[src/rtl/pta_pkg.sv]
// Shared types, codes and constant tables of the pixel-to-glyph renderer.
// No dependencies; every other file but pta_stream_if imports this package.
package pta_pkg;

    localparam int CFG_DATA_W        = 13;
    localparam int CFG_IDX_W         = 3;
    localparam int MAX_DIMENSION_DEF = 4096;
    localparam int GLYPH_LEVELS      = 70;

    // Register reset values
    localparam logic [1:0]            RST_COLOR_MODE   = 2'd0;
    localparam logic [CFG_DATA_W-1:0] RST_FRAME_WIDTH  = 13'd80;
    localparam logic [CFG_DATA_W-1:0] RST_FRAME_HEIGHT = 13'd24;
    localparam logic [CFG_DATA_W-1:0] RST_VIS_COLS     = 13'd80;
    localparam logic [CFG_DATA_W-1:0] RST_VIS_ROWS     = 13'd24;

    // Luminance: sum / 1000 as multiply by ceil(2^28 / 1000), exact for sums up to 255000
    localparam int              SUM_W      = 18;
    localparam int              LUM_SHIFT  = 28;
    localparam logic [18:0]     LUM_RECIP  = 19'd268436;
    localparam logic [SUM_W-1:0] W_RED     = 18'd299;
    localparam logic [SUM_W-1:0] W_GREEN   = 18'd587;
    localparam logic [SUM_W-1:0] W_BLUE    = 18'd114;

    // Cube step: x / 51 as (x * 1286) >> 16, exact for 8-bit x
    localparam logic [18:0] CUBE_RECIP = 19'd1286;
    localparam int          CUBE_BASE  = 16;

    // SGR foreground codes
    localparam logic [7:0] SGR_BLACK    = 8'd30;
    localparam logic [7:0] SGR_RED      = 8'd31;
    localparam logic [7:0] SGR_GREEN    = 8'd32;
    localparam logic [7:0] SGR_BLUE     = 8'd34;
    localparam logic [7:0] SGR_WHITE    = 8'd37;
    localparam logic [7:0] SGR_BR_RED   = 8'd91;
    localparam logic [7:0] SGR_BR_GREEN = 8'd92;
    localparam logic [7:0] SGR_BR_BLUE  = 8'd94;
    localparam logic [7:0] DARK_LIMIT   = 8'd32;
    localparam logic [7:0] BRIGHT_LIMIT = 8'd128;

    typedef enum logic [CFG_IDX_W-1:0] {
        REG_COLOR_MODE   = 3'd0,
        REG_FRAME_WIDTH  = 3'd1,
        REG_FRAME_HEIGHT = 3'd2,
        REG_VIS_COLS     = 3'd3,
        REG_VIS_ROWS     = 3'd4
    } t_reg_idx;

    typedef enum logic [1:0] {
        KIND_HOME    = 2'd0,
        KIND_GLYPH   = 2'd1,
        KIND_NEWLINE = 2'd2,
        KIND_RESET   = 2'd3
    } t_kind;

    // Colour commands; the colour mode register uses the same codes
    typedef enum logic [1:0] {
        CMD_NONE    = 2'd0,
        CMD_ANSI    = 2'd1,
        CMD_PALETTE = 2'd2,
        CMD_TRUE    = 2'd3
    } t_cmd;

    typedef struct packed {
        logic [31:0] pixel_word;
    } t_pixel_in;

    typedef struct packed {
        logic [1:0] item_kind;
        logic [6:0] glyph;
        logic [1:0] color_command;
        logic [7:0] palette_code;
        logic [7:0] red_out;
        logic [7:0] green_out;
        logic [7:0] blue_out;
        logic       run_last;
    } t_glyph_out;

    // Per-pixel control decided at acceptance
    typedef struct packed {
        logic       home;
        logic       glyph_en;
        logic       newline;
        logic       frame_end;
        t_cmd       cmd;
        logic [7:0] red;
        logic [7:0] green;
        logic [7:0] blue;
    } t_stage;

    // Everything one pixel can emit
    typedef struct packed {
        logic       home;
        logic       glyph_en;
        logic       newline;
        logic       frame_end;
        logic [6:0] glyph;
        t_cmd       cmd;
        logic [7:0] code;
        logic [7:0] red;
        logic [7:0] green;
        logic [7:0] blue;
    } t_res_set;

    localparam int RAMP_LEN = 69;
    localparam logic [8*RAMP_LEN-1:0] RAMP =
        " .'\140^\",:;Il!i><~+_-?][}{1)(|/tfjrxnuvczXYUJCLQ0OZmwqpdbkhao*#MW&8%B@$";

    typedef logic [255:0][6:0] t_glyph_tab;

    function automatic t_glyph_tab build_glyph_tab();
        t_glyph_tab tab;
        int         idx;
        for (int i = 0; i < 256; i++) begin
            idx = (i * (GLYPH_LEVELS - 1)) / 255;
            if (idx >= RAMP_LEN) begin
                idx = RAMP_LEN - 1;
            end
            tab[8'(i)] = RAMP[8*(RAMP_LEN-1-idx) +: 7];
        end
        return tab;
    endfunction

    localparam t_glyph_tab GLYPH_TAB = build_glyph_tab();

endpackage

[src/rtl/pta_track.sv]
// Frame position tracking and truecolour history, updated per accepted pixel.
// Depends on pta_pkg.
module pta_track #(
    parameter int MAX_DIMENSION = pta_pkg::MAX_DIMENSION_DEF
) (
    input  logic                            i_clk,
    input  logic                            i_rst_n,
    input  logic                            i_accept,
    input  logic [23:0]                     i_rgb,
    input  logic [1:0]                      i_mode,
    input  logic [pta_pkg::CFG_DATA_W-1:0]  i_frame_width,
    input  logic [pta_pkg::CFG_DATA_W-1:0]  i_frame_height,
    input  logic [pta_pkg::CFG_DATA_W-1:0]  i_vis_cols,
    input  logic [pta_pkg::CFG_DATA_W-1:0]  i_vis_rows,
    output pta_pkg::t_stage                 o_ctl
);
    import pta_pkg::*;

    localparam int CW = $clog2(MAX_DIMENSION);

    logic [CW-1:0] r_col, n_col;
    logic [CW-1:0] r_row, n_row;
    logic [23:0]   r_prev_rgb, n_prev_rgb;
    logic          r_prev_valid, n_prev_valid;

    logic [CW-1:0] w_wm1, w_hm1, w_col, w_row;
    logic          w_home, w_row_vis, w_glyph_en, w_eol, w_eof, w_pv, w_true_emit;
    t_cmd          w_cmd;

    // Last column / row index of the effective frame
    always_comb begin
        if (i_frame_width == '0) begin
            w_wm1 = '0;
        end else if (32'(i_frame_width) > MAX_DIMENSION) begin
            w_wm1 = CW'(MAX_DIMENSION - 1);
        end else begin
            w_wm1 = CW'(i_frame_width - 13'd1);
        end
        if (i_frame_height == '0) begin
            w_hm1 = '0;
        end else if (32'(i_frame_height) > MAX_DIMENSION) begin
            w_hm1 = CW'(MAX_DIMENSION - 1);
        end else begin
            w_hm1 = CW'(i_frame_height - 13'd1);
        end
    end

    always_comb begin
        w_col       = (r_col > w_wm1) ? w_wm1 : r_col;
        w_row       = (r_row > w_hm1) ? w_hm1 : r_row;
        w_home      = (w_col == '0) && (w_row == '0);
        w_row_vis   = 32'(w_row) < 32'(i_vis_rows);
        w_glyph_en  = w_row_vis && (32'(w_col) < 32'(i_vis_cols));
        w_eol       = (w_col == w_wm1);
        w_eof       = w_eol && (w_row == w_hm1);
        w_pv        = w_home ? 1'b0 : r_prev_valid;
        w_true_emit = !w_pv || (r_prev_rgb != i_rgb);

        case (i_mode)
            CMD_ANSI:    w_cmd = CMD_ANSI;
            CMD_PALETTE: w_cmd = CMD_PALETTE;
            CMD_TRUE:    w_cmd = w_true_emit ? CMD_TRUE : CMD_NONE;
            default:     w_cmd = CMD_NONE;
        endcase
    end

    always_comb begin
        o_ctl.home      = w_home;
        o_ctl.glyph_en  = w_glyph_en;
        o_ctl.newline   = w_eol && w_row_vis;
        o_ctl.frame_end = w_eof;
        o_ctl.cmd       = w_cmd;
        o_ctl.red       = i_rgb[7:0];
        o_ctl.green     = i_rgb[15:8];
        o_ctl.blue      = i_rgb[23:16];
    end

    // Advance position; update colour history on an emitted truecolour command, and drop it at frame home
    always_comb begin
        n_col        = r_col;
        n_row        = r_row;
        n_prev_rgb   = r_prev_rgb;
        n_prev_valid = r_prev_valid;
        if (i_accept) begin
            if (w_eol) begin
                n_col = '0;
                n_row = w_eof ? '0 : w_row + CW'(1);
            end else begin
                n_col = w_col + CW'(1);
                n_row = w_row;
            end
            n_prev_valid = w_pv;
            if (w_glyph_en && (w_cmd == CMD_TRUE)) begin
                n_prev_rgb   = i_rgb;
                n_prev_valid = 1'b1;
            end
        end
    end

    always_ff @(posedge i_clk) begin
        if (!i_rst_n) begin
            r_col        <= '0;
            r_row        <= '0;
            r_prev_rgb   <= '0;
            r_prev_valid <= 1'b0;
        end else begin
            r_col        <= n_col;
            r_row        <= n_row;
            r_prev_rgb   <= n_prev_rgb;
            r_prev_valid <= n_prev_valid;
        end
    end

endmodule

[config.mk]
export PLATFORM = sky130hd
export DESIGN_NAME = pta_track
export DESIGN_NICKNAME = d
export VERILOG_FILES = /design/src/rtl/pta_pkg.sv /design/src/rtl/pta_track.sv
export SDC_FILE = /design/constraint.sdc
export NUM_CORES = 1
export LEC_CHECK = 0
export ABC_AREA = 0
export ABC_CLOCK_PERIOD_IN_PS = 10350
export BUFFER_PORTS_ARGS = -buffer_cell sky130_fd_sc_hd__buf_2
export CAP_MARGIN = 15
export CORE_ASPECT_RATIO = 1.2
export CORE_MARGIN = 5
export CORE_UTILIZATION = 50
export DETAILED_ROUTE_END_ITERATION = 7
export PLACE_DENSITY = 0.73
export RECOVER_POWER = 100
export SYNTH_ARGS = -nofsm -noshare
export SYNTH_HDL_FRONTEND = slang
export SYNTH_SLANG_ARGS = --single-unit
[constraint.sdc]
create_clock -name i_clk -period 10.35 [get_ports i_clk]
set_clock_uncertainty 0.15 [all_clocks]
set_input_delay 1.035 -clock i_clk [delete_from_list [all_inputs] [get_ports i_clk]]
set_output_delay 1.035 -clock i_clk [all_outputs]
set_load 0.02 [all_outputs]
==> impl_metrics.xml, run 1 <==
<?xml version="1.0" encoding="UTF-8"?>
<metrics>
  <group name="power_and_ir_drop">
    <metric name="areal_power_density_over_the_cells" unit="mW/mm^2">78.7</metric>
    <metric name="power.ir.vdd_worst" unit="mV">0.0833</metric>
    <metric name="p_leak" unit="nW">2.88</metric>
  </group>
  <group name="sta">
    <metric name="setup_violations" unit="">0</metric>
    <metric name="drv_slew" unit="">26</metric>
    <metric name="totalNegativeSetupSlack" unit="ns">0</metric>
    <metric name="final.hold.worst_slack" unit="ns">0.320</metric>
    <metric name="worst_setup_slack_final" unit="ns">1.57</metric>
    <metric name="worst_slew_margin_rel" unit="%">-17.1</metric>
    <metric name="finalHoldViolCount" unit="">0</metric>
    <metric name="worst-slew-pin-transition" unit="ns">1.76</metric>
    <metric name="minimum_clock_period_after_layout" unit="ns">8.78</metric>
    <metric name="rsz0062_at_grt" unit="">false</metric>
    <metric name="achievable-frequency" unit="MHz">114</metric>
    <metric name="fin_crit_share" unit="%">84.8</metric>
  </group>
  <group name="drt">
    <metric name="num_vias" unit="">5775</metric>
    <metric name="drt-wirelength-per-cell" unit="um">15.4</metric>
    <metric name="drc" unit="">0</metric>
    <metric name="detail_routed_via_count_per_cell" unit="">5.79</metric>
    <metric name="final_antenna_net_count" unit="">0</metric>
    <metric name="drt_first_pass_iters" unit="">7</metric>
    <metric name="detail_route.iter0.violations" unit="">322</metric>
    <metric name="postRouteWirelength" unit="um">15400</metric>
  </group>
  <group name="min_path">
    <metric name="min-delay-path-class" unit="">flop to flop</metric>
  </group>
  <group name="clocking">
    <metric name="number_of_h_tree_branching_levels" unit="">2</metric>
    <metric name="maximum_buffer_depth_of_the_clock_tree" unit="">2</metric>
    <metric name="tritoncts_num_sinks" unit="">49</metric>
    <metric name="clock_network_latency_to_the_later_pin_of_the_worst_skew_pair" unit="ns">0.29</metric>
    <metric name="tritoncts" unit="">built</metric>
    <metric name="clock_root_buffer" unit="">sky130_fd_sc_hd__clkbuf_16</metric>
    <metric name="post_cts_clock_slew_at_the_launch_and_capture_registers_of_the_worst_setup_and_hold_paths" unit="ns">0.07</metric>
    <metric name="cts_buffers" unit="">5</metric>
    <metric name="post-cts-setup-buffer-count" unit="">0</metric>
    <metric name="cts_resized" unit="">0</metric>
    <metric name="ctsHoldBuffers" unit="">0</metric>
  </group>
  <group name="setup_path">
    <metric name="critPathMaxStageDelay" unit="ns">1.26</metric>
    <metric name="arrival" unit="ns">8.83</metric>
    <metric name="setup.worst_path.start_class" unit="">input port</metric>
    <metric name="worst_path_required_time" unit="ns">10.40</metric>
    <metric name="type_of_element_capturing_the_critical_path" unit="">flop</metric>
    <metric name="critical_path_slowest_stage_cell" unit="">sky130_fd_sc_hd__clkbuf_1</metric>
    <metric name="cp_cell_sequence" unit="">clkbuf_1 &gt; inv_1 &gt; ha_1 &gt; or4b_1 &gt; or4_1 &gt; a221oi_1 &gt; ha_1 &gt; o21ai_0 &gt; nor2_1 &gt; or3_1 &gt; o21bai_2 &gt; o21ai_0 &gt; ha_1 &gt; a21o_1 &gt; a21oi_1 &gt; o211ai_1 &gt; o21ai_0 &gt; o311a_1 &gt; and3_1 &gt; o211a_1 &gt; clkbuf_1 &gt; mux2i_1</metric>
    <metric name="critical_path_class" unit="">input port to flop</metric>
    <metric name="crit_fanout" unit="">30</metric>
  </group>
  <group name="grt">
    <metric name="initial_antenna_violation_count" unit="">0</metric>
    <metric name="grt_first_pass_wirelength" unit="um">24800</metric>
    <metric name="grt_overflow" unit="">0</metric>
    <metric name="first_global_vias" unit="">5364</metric>
    <metric name="global_route.usage.total" unit="%">21.7</metric>
    <metric name="grt_max_degree" unit="">62</metric>
  </group>
  <group name="yosys">
    <metric name="postSynthCellCount" unit="">783</metric>
    <metric name="synth.cells.most_frequent" unit="">sky130_fd_sc_hd__nand2_1, sky130_fd_sc_hd__inv_1, sky130_fd_sc_hd__ha_1</metric>
    <metric name="share_of_async_settable_or_async_resettable_flops_after_synthesis" unit="%">0</metric>
    <metric name="ys_seq_elements" unit="">49</metric>
    <metric name="synth.yosys.seq_area_share" unit="%">16.8</metric>
    <metric name="syn_area_per_cell" unit="um^2">7.44</metric>
    <metric name="post_synth_main_area_contributors" unit="">sky130_fd_sc_hd__dfxtp_1, sky130_fd_sc_hd__ha_1, sky130_fd_sc_hd__nand2_1</metric>
    <metric name="ys_types" unit="">74</metric>
    <metric name="dominantRegCellSynth" unit="">sky130_fd_sc_hd__dfxtp_1</metric>
    <metric name="syn_nets" unit="">915</metric>
    <metric name="leading_cell_type_by_number_of_instances_after_synthesis" unit="">sky130_fd_sc_hd__nand2_1</metric>
    <metric name="synth_warnings" unit="">0</metric>
    <metric name="yosys.area.top_type_share" unit="%">16.8</metric>
    <metric name="count_of_flip_flops_with_a_built_in_enable_after_synthesis" unit="">0</metric>
    <metric name="netlist.top_cell.by_area" unit="">sky130_fd_sc_hd__dfxtp_1</metric>
    <metric name="syn-cell-area" unit="mm^2">0.00583</metric>
  </group>
  <group name="final_layout">
    <metric name="nFillCells" unit="">1174</metric>
    <metric name="n_antenna_cell" unit="">0</metric>
    <metric name="final_core_utilization" unit="%">55.0</metric>
    <metric name="drive_above_1_share" unit="%">12.5</metric>
    <metric name="finalNetCount" unit="">972</metric>
    <metric name="area_delta_synth_final" unit="%">8.63</metric>
  </group>
  <group name="outcome">
    <metric name="failed_checks" unit="">max-capacitance violations, max-slew violations</metric>
    <metric name="run_status" unit="">finished with violations</metric>
  </group>
  <group name="die">
    <metric name="fp-row-count" unit="">43</metric>
    <metric name="die_width" unit="um">109</metric>
    <metric name="io-pin-count" unit="">111</metric>
    <metric name="initial_utilization" unit="%">50.6</metric>
    <metric name="fp.dieArea" unit="mm^2">0.0139</metric>
    <metric name="core_area" unit="mm^2">0.0115</metric>
    <metric name="die_extent_in_y" unit="um">128</metric>
  </group>
  <group name="placement">
    <metric name="place_hpwl" unit="um">12400</metric>
    <metric name="dp_worst_setup_slack" unit="ns">2.19</metric>
    <metric name="gpl.final_weighted_congestion" unit="">0.943</metric>
    <metric name="port-buffer-count" unit="">110</metric>
  </group>
  <group name="flow_run">
    <metric name="timing.max_cap.violations" unit="">1</metric>
  </group>
</metrics>
[worst max-delay path, delay by kind of cell]
family,cells,cell delay (ns)
AND/OR/NAND/NOR,5,1.87
adder cells (fa/ha/maj),3,0.96
buffers and inverters,3,1.50
multiplexers,1,0.30
AO/OA/AOI/OAI,10,3.15
[layout make-up]
type / instances / area, um^2 / share of cell area, %
clock buffer: 5 / 125 / 1.98
clock inverter: 3 / 28.8 / 0.455
inverter: 65 / 244 / 3.85
multi-input combinational: 605 / 4220 / 66.6
sequential: 49 / 981 / 15.5
tap: 157 / 196 / 3.10
timing repair buffer: 114 / 537 / 8.48
[final timing paths]
kind	cells after the start	slack, ns	endpoint	startpoint
max	22	1.57	r_prev_rgb[1]	i_frame_width[0]
max reg2reg	19	3.92	r_prev_rgb[1]	r_row[0]
min	2	0.32	r_prev_rgb[14]	r_prev_rgb[14]
min reg2reg	2	0.32	r_prev_rgb[14]	r_prev_rgb[14]
[placed cells by master, fill, tap and decap left out, drive strengths merged, types with 8 or more instances in the layout]
cell    instances
o31ai           8
a21o           10
inv            67
a21oi          34
nor4           18
ha             51
nor3           25
a22o           13
nor2           36
and3           11
o211ai          8
xnor2          29
nand4          18
mux2i          36
o21ai          34
xor2           26
buf            83
a31oi           8
clkbuf         36
nand2          97
nand3          23
dfxtp          49
or4             9
[state kept, by name, summed over array words and instances (netlist names)]
signal,flops
r_row,12
r_prev_valid,1
r_prev_rgb,24
r_col,12
[kinds of logic (layout without fill, tap and decap cells)]
family	count (synthesis)	in the layout	share of synthesized area, %
xor+xnor	55	55	8.27
compound gates	175	175	21.1
mux	38	38	6.57
flops	49	49	16.8
simple gates	284	284	25.5
buf+inv	129	187	10.5
fa+ha+maj	53	53	11.3
[through the flow]
step / instances / total power (W) / instance area, um^2
after floorplan: 783 / 0.000292 / 5830
after global placement: 989 / 0.000330 / 6230
after detailed placement: 989 / 0.000331 / 6230
after CTS: 997 / 0.000504 / 6390
after global routing: 998 / 0.000526 / 6330
final: 998 / 0.000498 / 6330
[where the power goes]
group / internal [W] / switching (W)
combinational: 0.0000493 / 0.0000782
sequential: 0.000193 / 0.00000485
clock: 0.0000928 / 0.0000799
total: 0.000335 / 0.000163
[routing by layer]
metal / GRT usage, % / part of all wire [%] / vias up
met2: 38.3 / 50 / 185
li1: - / - / 2926
met1: 25.9 / 41 / 2617
met4: 10.4 / 3.9 / 0
met5: 0 / 0 / -
met3: 2.52 / 4.8 / 47
Power figures use the tool's default switching activity.
==> run 2, diff against run 1 <==
--- a/config.mk
+++ b/config.mk
@@ -6,7 +6,7 @@
 export NUM_CORES = 1
 export LEC_CHECK = 0
 export ABC_AREA = 0
-export ABC_CLOCK_PERIOD_IN_PS = 10350
+export ABC_CLOCK_PERIOD_IN_PS = 8600
 export BUFFER_PORTS_ARGS = -buffer_cell sky130_fd_sc_hd__buf_2
 export CAP_MARGIN = 15
 export CORE_ASPECT_RATIO = 1.2
==> constraint.sdc (replaced) <==
create_clock -name i_clk -period 8.6 [get_ports i_clk]
set_clock_uncertainty 0.15 [all_clocks]
set_input_delay 0.86 -clock i_clk [delete_from_list [all_inputs] [get_ports i_clk]]
set_output_delay 0.86 -clock i_clk [all_outputs]
set_load 0.02 [all_outputs]
==> run 2 against run 1 <==
Effect of this change:
- the run now ends clean
- sequential power increased by 21%
- sequential cell count did not move
- critical path type is now input port to primary output
- cell area rose by 0.26%
- largest power group unchanged
- first-iteration DRC count is 8.4% higher
- total power is 21% higher
- highest routed layer unchanged
- count of clock-buffer cells in the layout unchanged
- clock power up 22%
- largest cell class unchanged
- routed wire length is 2.5% higher
==> impl_metrics.xml, run 2 (same netlist as run 1, synthesis figures left out) <==
<?xml version="1.0" encoding="UTF-8"?>
<metrics>
  <group name="sta">
    <metric name="drv_slew" unit="">0</metric>
    <metric name="worst-slew-pin-transition" unit="ns">0.895</metric>
    <metric name="finalHoldViolCount" unit="">0</metric>
    <metric name="final.hold.worst_slack" unit="ns">0.322</metric>
    <metric name="worst_slew_margin_rel" unit="%">39.8</metric>
    <metric name="achievable-frequency" unit="MHz">127</metric>
    <metric name="fin_crit_share" unit="%">91.6</metric>
    <metric name="setup_violations" unit="">0</metric>
    <metric name="minimum_clock_period_after_layout" unit="ns">7.88</metric>
    <metric name="totalNegativeSetupSlack" unit="ns">0</metric>
    <metric name="rsz0062_at_grt" unit="">false</metric>
  </group>
  <group name="placement">
    <metric name="gpl.final_weighted_congestion" unit="">0.988</metric>
    <metric name="port-buffer-count" unit="">110</metric>
    <metric name="place_hpwl" unit="um">12500</metric>
  </group>
  <group name="die">
    <metric name="die_extent_in_y" unit="um">128</metric>
    <metric name="initial_utilization" unit="%">50.6</metric>
    <metric name="fp.dieArea" unit="mm^2">0.0139</metric>
    <metric name="fp-row-count" unit="">43</metric>
    <metric name="die_width" unit="um">109</metric>
    <metric name="core_area" unit="mm^2">0.0115</metric>
    <metric name="io-pin-count" unit="">111</metric>
  </group>
  <group name="clocking">
    <metric name="number_of_h_tree_branching_levels" unit="">2</metric>
    <metric name="maximum_buffer_depth_of_the_clock_tree" unit="">2</metric>
    <metric name="clock_root_buffer" unit="">sky130_fd_sc_hd__clkbuf_16</metric>
    <metric name="cts_buffers" unit="">5</metric>
    <metric name="cts_resized" unit="">0</metric>
    <metric name="tritoncts_num_sinks" unit="">49</metric>
    <metric name="post-cts-setup-buffer-count" unit="">0</metric>
    <metric name="ctsHoldBuffers" unit="">0</metric>
    <metric name="post_cts_clock_slew_at_the_launch_and_capture_registers_of_the_worst_setup_and_hold_paths" unit="ns">0.07</metric>
    <metric name="clock_network_latency_to_the_later_pin_of_the_worst_skew_pair" unit="ns">0.30</metric>
    <metric name="tritoncts" unit="">built</metric>
  </group>
  <group name="final_layout">
    <metric name="biggestRegsByFlops" unit="">r_prev_rgb x24, r_col x12, r_row x12</metric>
    <metric name="largest_register_ffs" unit="">24</metric>
    <metric name="drive_above_1_share" unit="%">12.8</metric>
    <metric name="finalNetCount" unit="">973</metric>
    <metric name="n_antenna_cell" unit="">0</metric>
    <metric name="register_with_the_most_flip_flops" unit="">r_prev_rgb</metric>
    <metric name="mostFrequentLayoutCell" unit="">sky130_fd_sc_hd__nand2_1</metric>
    <metric name="area_delta_synth_final" unit="%">8.91</metric>
    <metric name="layout_common_cells" unit="">sky130_fd_sc_hd__nand2_1, sky130_fd_sc_hd__buf_2, sky130_fd_sc_hd__inv_1, sky130_fd_sc_hd__ha_1, sky130_fd_sc_hd__dfxtp_1</metric>
  </group>
  <group name="setup_path">
    <metric name="worst_path_required_time" unit="ns">7.59</metric>
    <metric name="setup.worst_path.start_class" unit="">input port</metric>
    <metric name="crit_fanout" unit="">21</metric>
    <metric name="worst_path_most_repeated_cell" unit="">sky130_fd_sc_hd__ha_1</metric>
    <metric name="critical_path_class" unit="">input port to primary output</metric>
    <metric name="crit_path_start" unit="">i_frame_width[0]</metric>
    <metric name="critPathMaxStageDelay" unit="ns">0.71</metric>
    <metric name="worstReg2RegStart" unit="">r_row[0]</metric>
    <metric name="arrival" unit="ns">6.87</metric>
    <metric name="cp_cell_sequence" unit="">clkbuf_1 &gt; inv_1 &gt; ha_1 &gt; or4b_1 &gt; or4_1 &gt; a221oi_1 &gt; ha_1 &gt; o21ai_0 &gt; nor2_1 &gt; or3_1 &gt; o21bai_2 &gt; buf_4 &gt; mux2i_1 &gt; inv_1 &gt; ha_1 &gt; a21o_1 &gt; a21oi_1 &gt; o211ai_1 &gt; o21ai_0 &gt; o311a_1 &gt; clkbuf_1</metric>
    <metric name="type_of_element_capturing_the_critical_path" unit="">primary output</metric>
    <metric name="critical_path_slowest_stage_cell" unit="">sky130_fd_sc_hd__a221oi_1</metric>
  </group>
  <group name="drt">
    <metric name="drc" unit="">0</metric>
    <metric name="detail_route.iter0.violations" unit="">349</metric>
    <metric name="drt-wirelength-per-cell" unit="um">15.8</metric>
    <metric name="num_vias" unit="">5792</metric>
    <metric name="postRouteWirelength" unit="um">15800</metric>
    <metric name="detail_routed_via_count_per_cell" unit="">5.80</metric>
    <metric name="drt_first_pass_iters" unit="">5</metric>
    <metric name="final_antenna_net_count" unit="">0</metric>
  </group>
  <group name="power_and_ir_drop">
    <metric name="areal_power_density_over_the_cells" unit="mW/mm^2">95.0</metric>
    <metric name="p_leak" unit="nW">2.88</metric>
    <metric name="power.ir.vdd_worst" unit="mV">0.0745</metric>
  </group>
  <group name="grt">
    <metric name="grt_first_pass_wirelength" unit="um">25600</metric>
    <metric name="initial_antenna_violation_count" unit="">0</metric>
    <metric name="first_global_vias" unit="">5444</metric>
    <metric name="grt_max_degree" unit="">62</metric>
    <metric name="global_route.usage.total" unit="%">22.2</metric>
    <metric name="grt_overflow" unit="">0</metric>
  </group>
  <group name="min_path">
    <metric name="min-delay-path-class" unit="">flop to flop</metric>
    <metric name="timing.hold.worst.start" unit="">r_prev_rgb[9]</metric>
  </group>
  <group name="flow_run">
    <metric name="timing.max_cap.violations" unit="">0</metric>
  </group>
  <group name="outcome">
    <metric name="run_status" unit="">complete, no violations</metric>
  </group>
</metrics>
[run 2: changes by cell type in the layout (fill, tap and decap cells not counted), sizes merged]
cell	previous run	this run
inv	67	68
clkbuf	36	37
clkinv	1	0
[run 2: path summary, 6_finish.rpt]
kind,cells after the start,end,slack (ns)
worst min-delay path,2,r_prev_rgb[9],0.32
worst min register to register,2,r_prev_rgb[9],0.32
worst max register to register,19,r_prev_rgb[14],2.81
worst max-delay path,21,o_ctl[28],0.72
[run 2: layer usage]
metal  track usage (%)  part of all wire, %  vias to the layer above  routed length, um
li1                  -                    -                     2929                  -
met1              26.6                   42                     2660               6680
met4              7.06                  2.2                        0                340
met5                 0                    0                        -                  0
met2              40.8                   51                      177               8070
met3              2.72                  4.5                       26                704
[run 2: final cells by class]
cell class,count,area (um^2)
clock buffers,5,125
flip-flops and latches,49,981
fillers,1195,5170
multi-input cells,605,4230
inverters,65,244
clock inverters,3,26.3
repair buffers,115,544
well taps,157,196
[run 2: where the power goes]
| group | switching (W) | total [W] | internal, W | leakage (nW) |
|---|---|---|---|---|
| logic | 0.0000942 | 0.000153 | 0.0000593 | 2.41 |
| clock network | 0.0000992 | 0.000211 | 0.000111 | 0.0752 |
| registers | 0.00000621 | 0.000239 | 0.000233 | 0.397 |
| total | 0.000200 | 0.000603 | 0.000403 | 2.88 |
[run 2: per-stage QoR]
step | power, W | util, % | cells | cell area (um^2) | worst slack, ns
2_1_floorplan | 0.000351 | - | 783 | 5830 | 1.48
3_3_place_gp | 0.000397 | 54.3 | 991 | 6250 | 1.08
3_5_place_dp | 0.000398 | 54.3 | 991 | 6250 | 0.931
4_1_cts | 0.000609 | 55.6 | 999 | 6400 | 0.928
5_1_grt | 0.000634 | 55.1 | 999 | 6350 | 0.283
6_report | 0.000603 | 55.1 | 999 | 6350 | 0.721
[run 2: critical path, delay by kind of cell]
kind,cells,cell delay [ns]
buffers and inverters,5,0.92
AND/OR/NAND/NOR,4,1.71
AO/OA/AOI/OAI,8,2.13
multiplexers,1,0.26
adder cells (fa/ha/maj),3,0.97
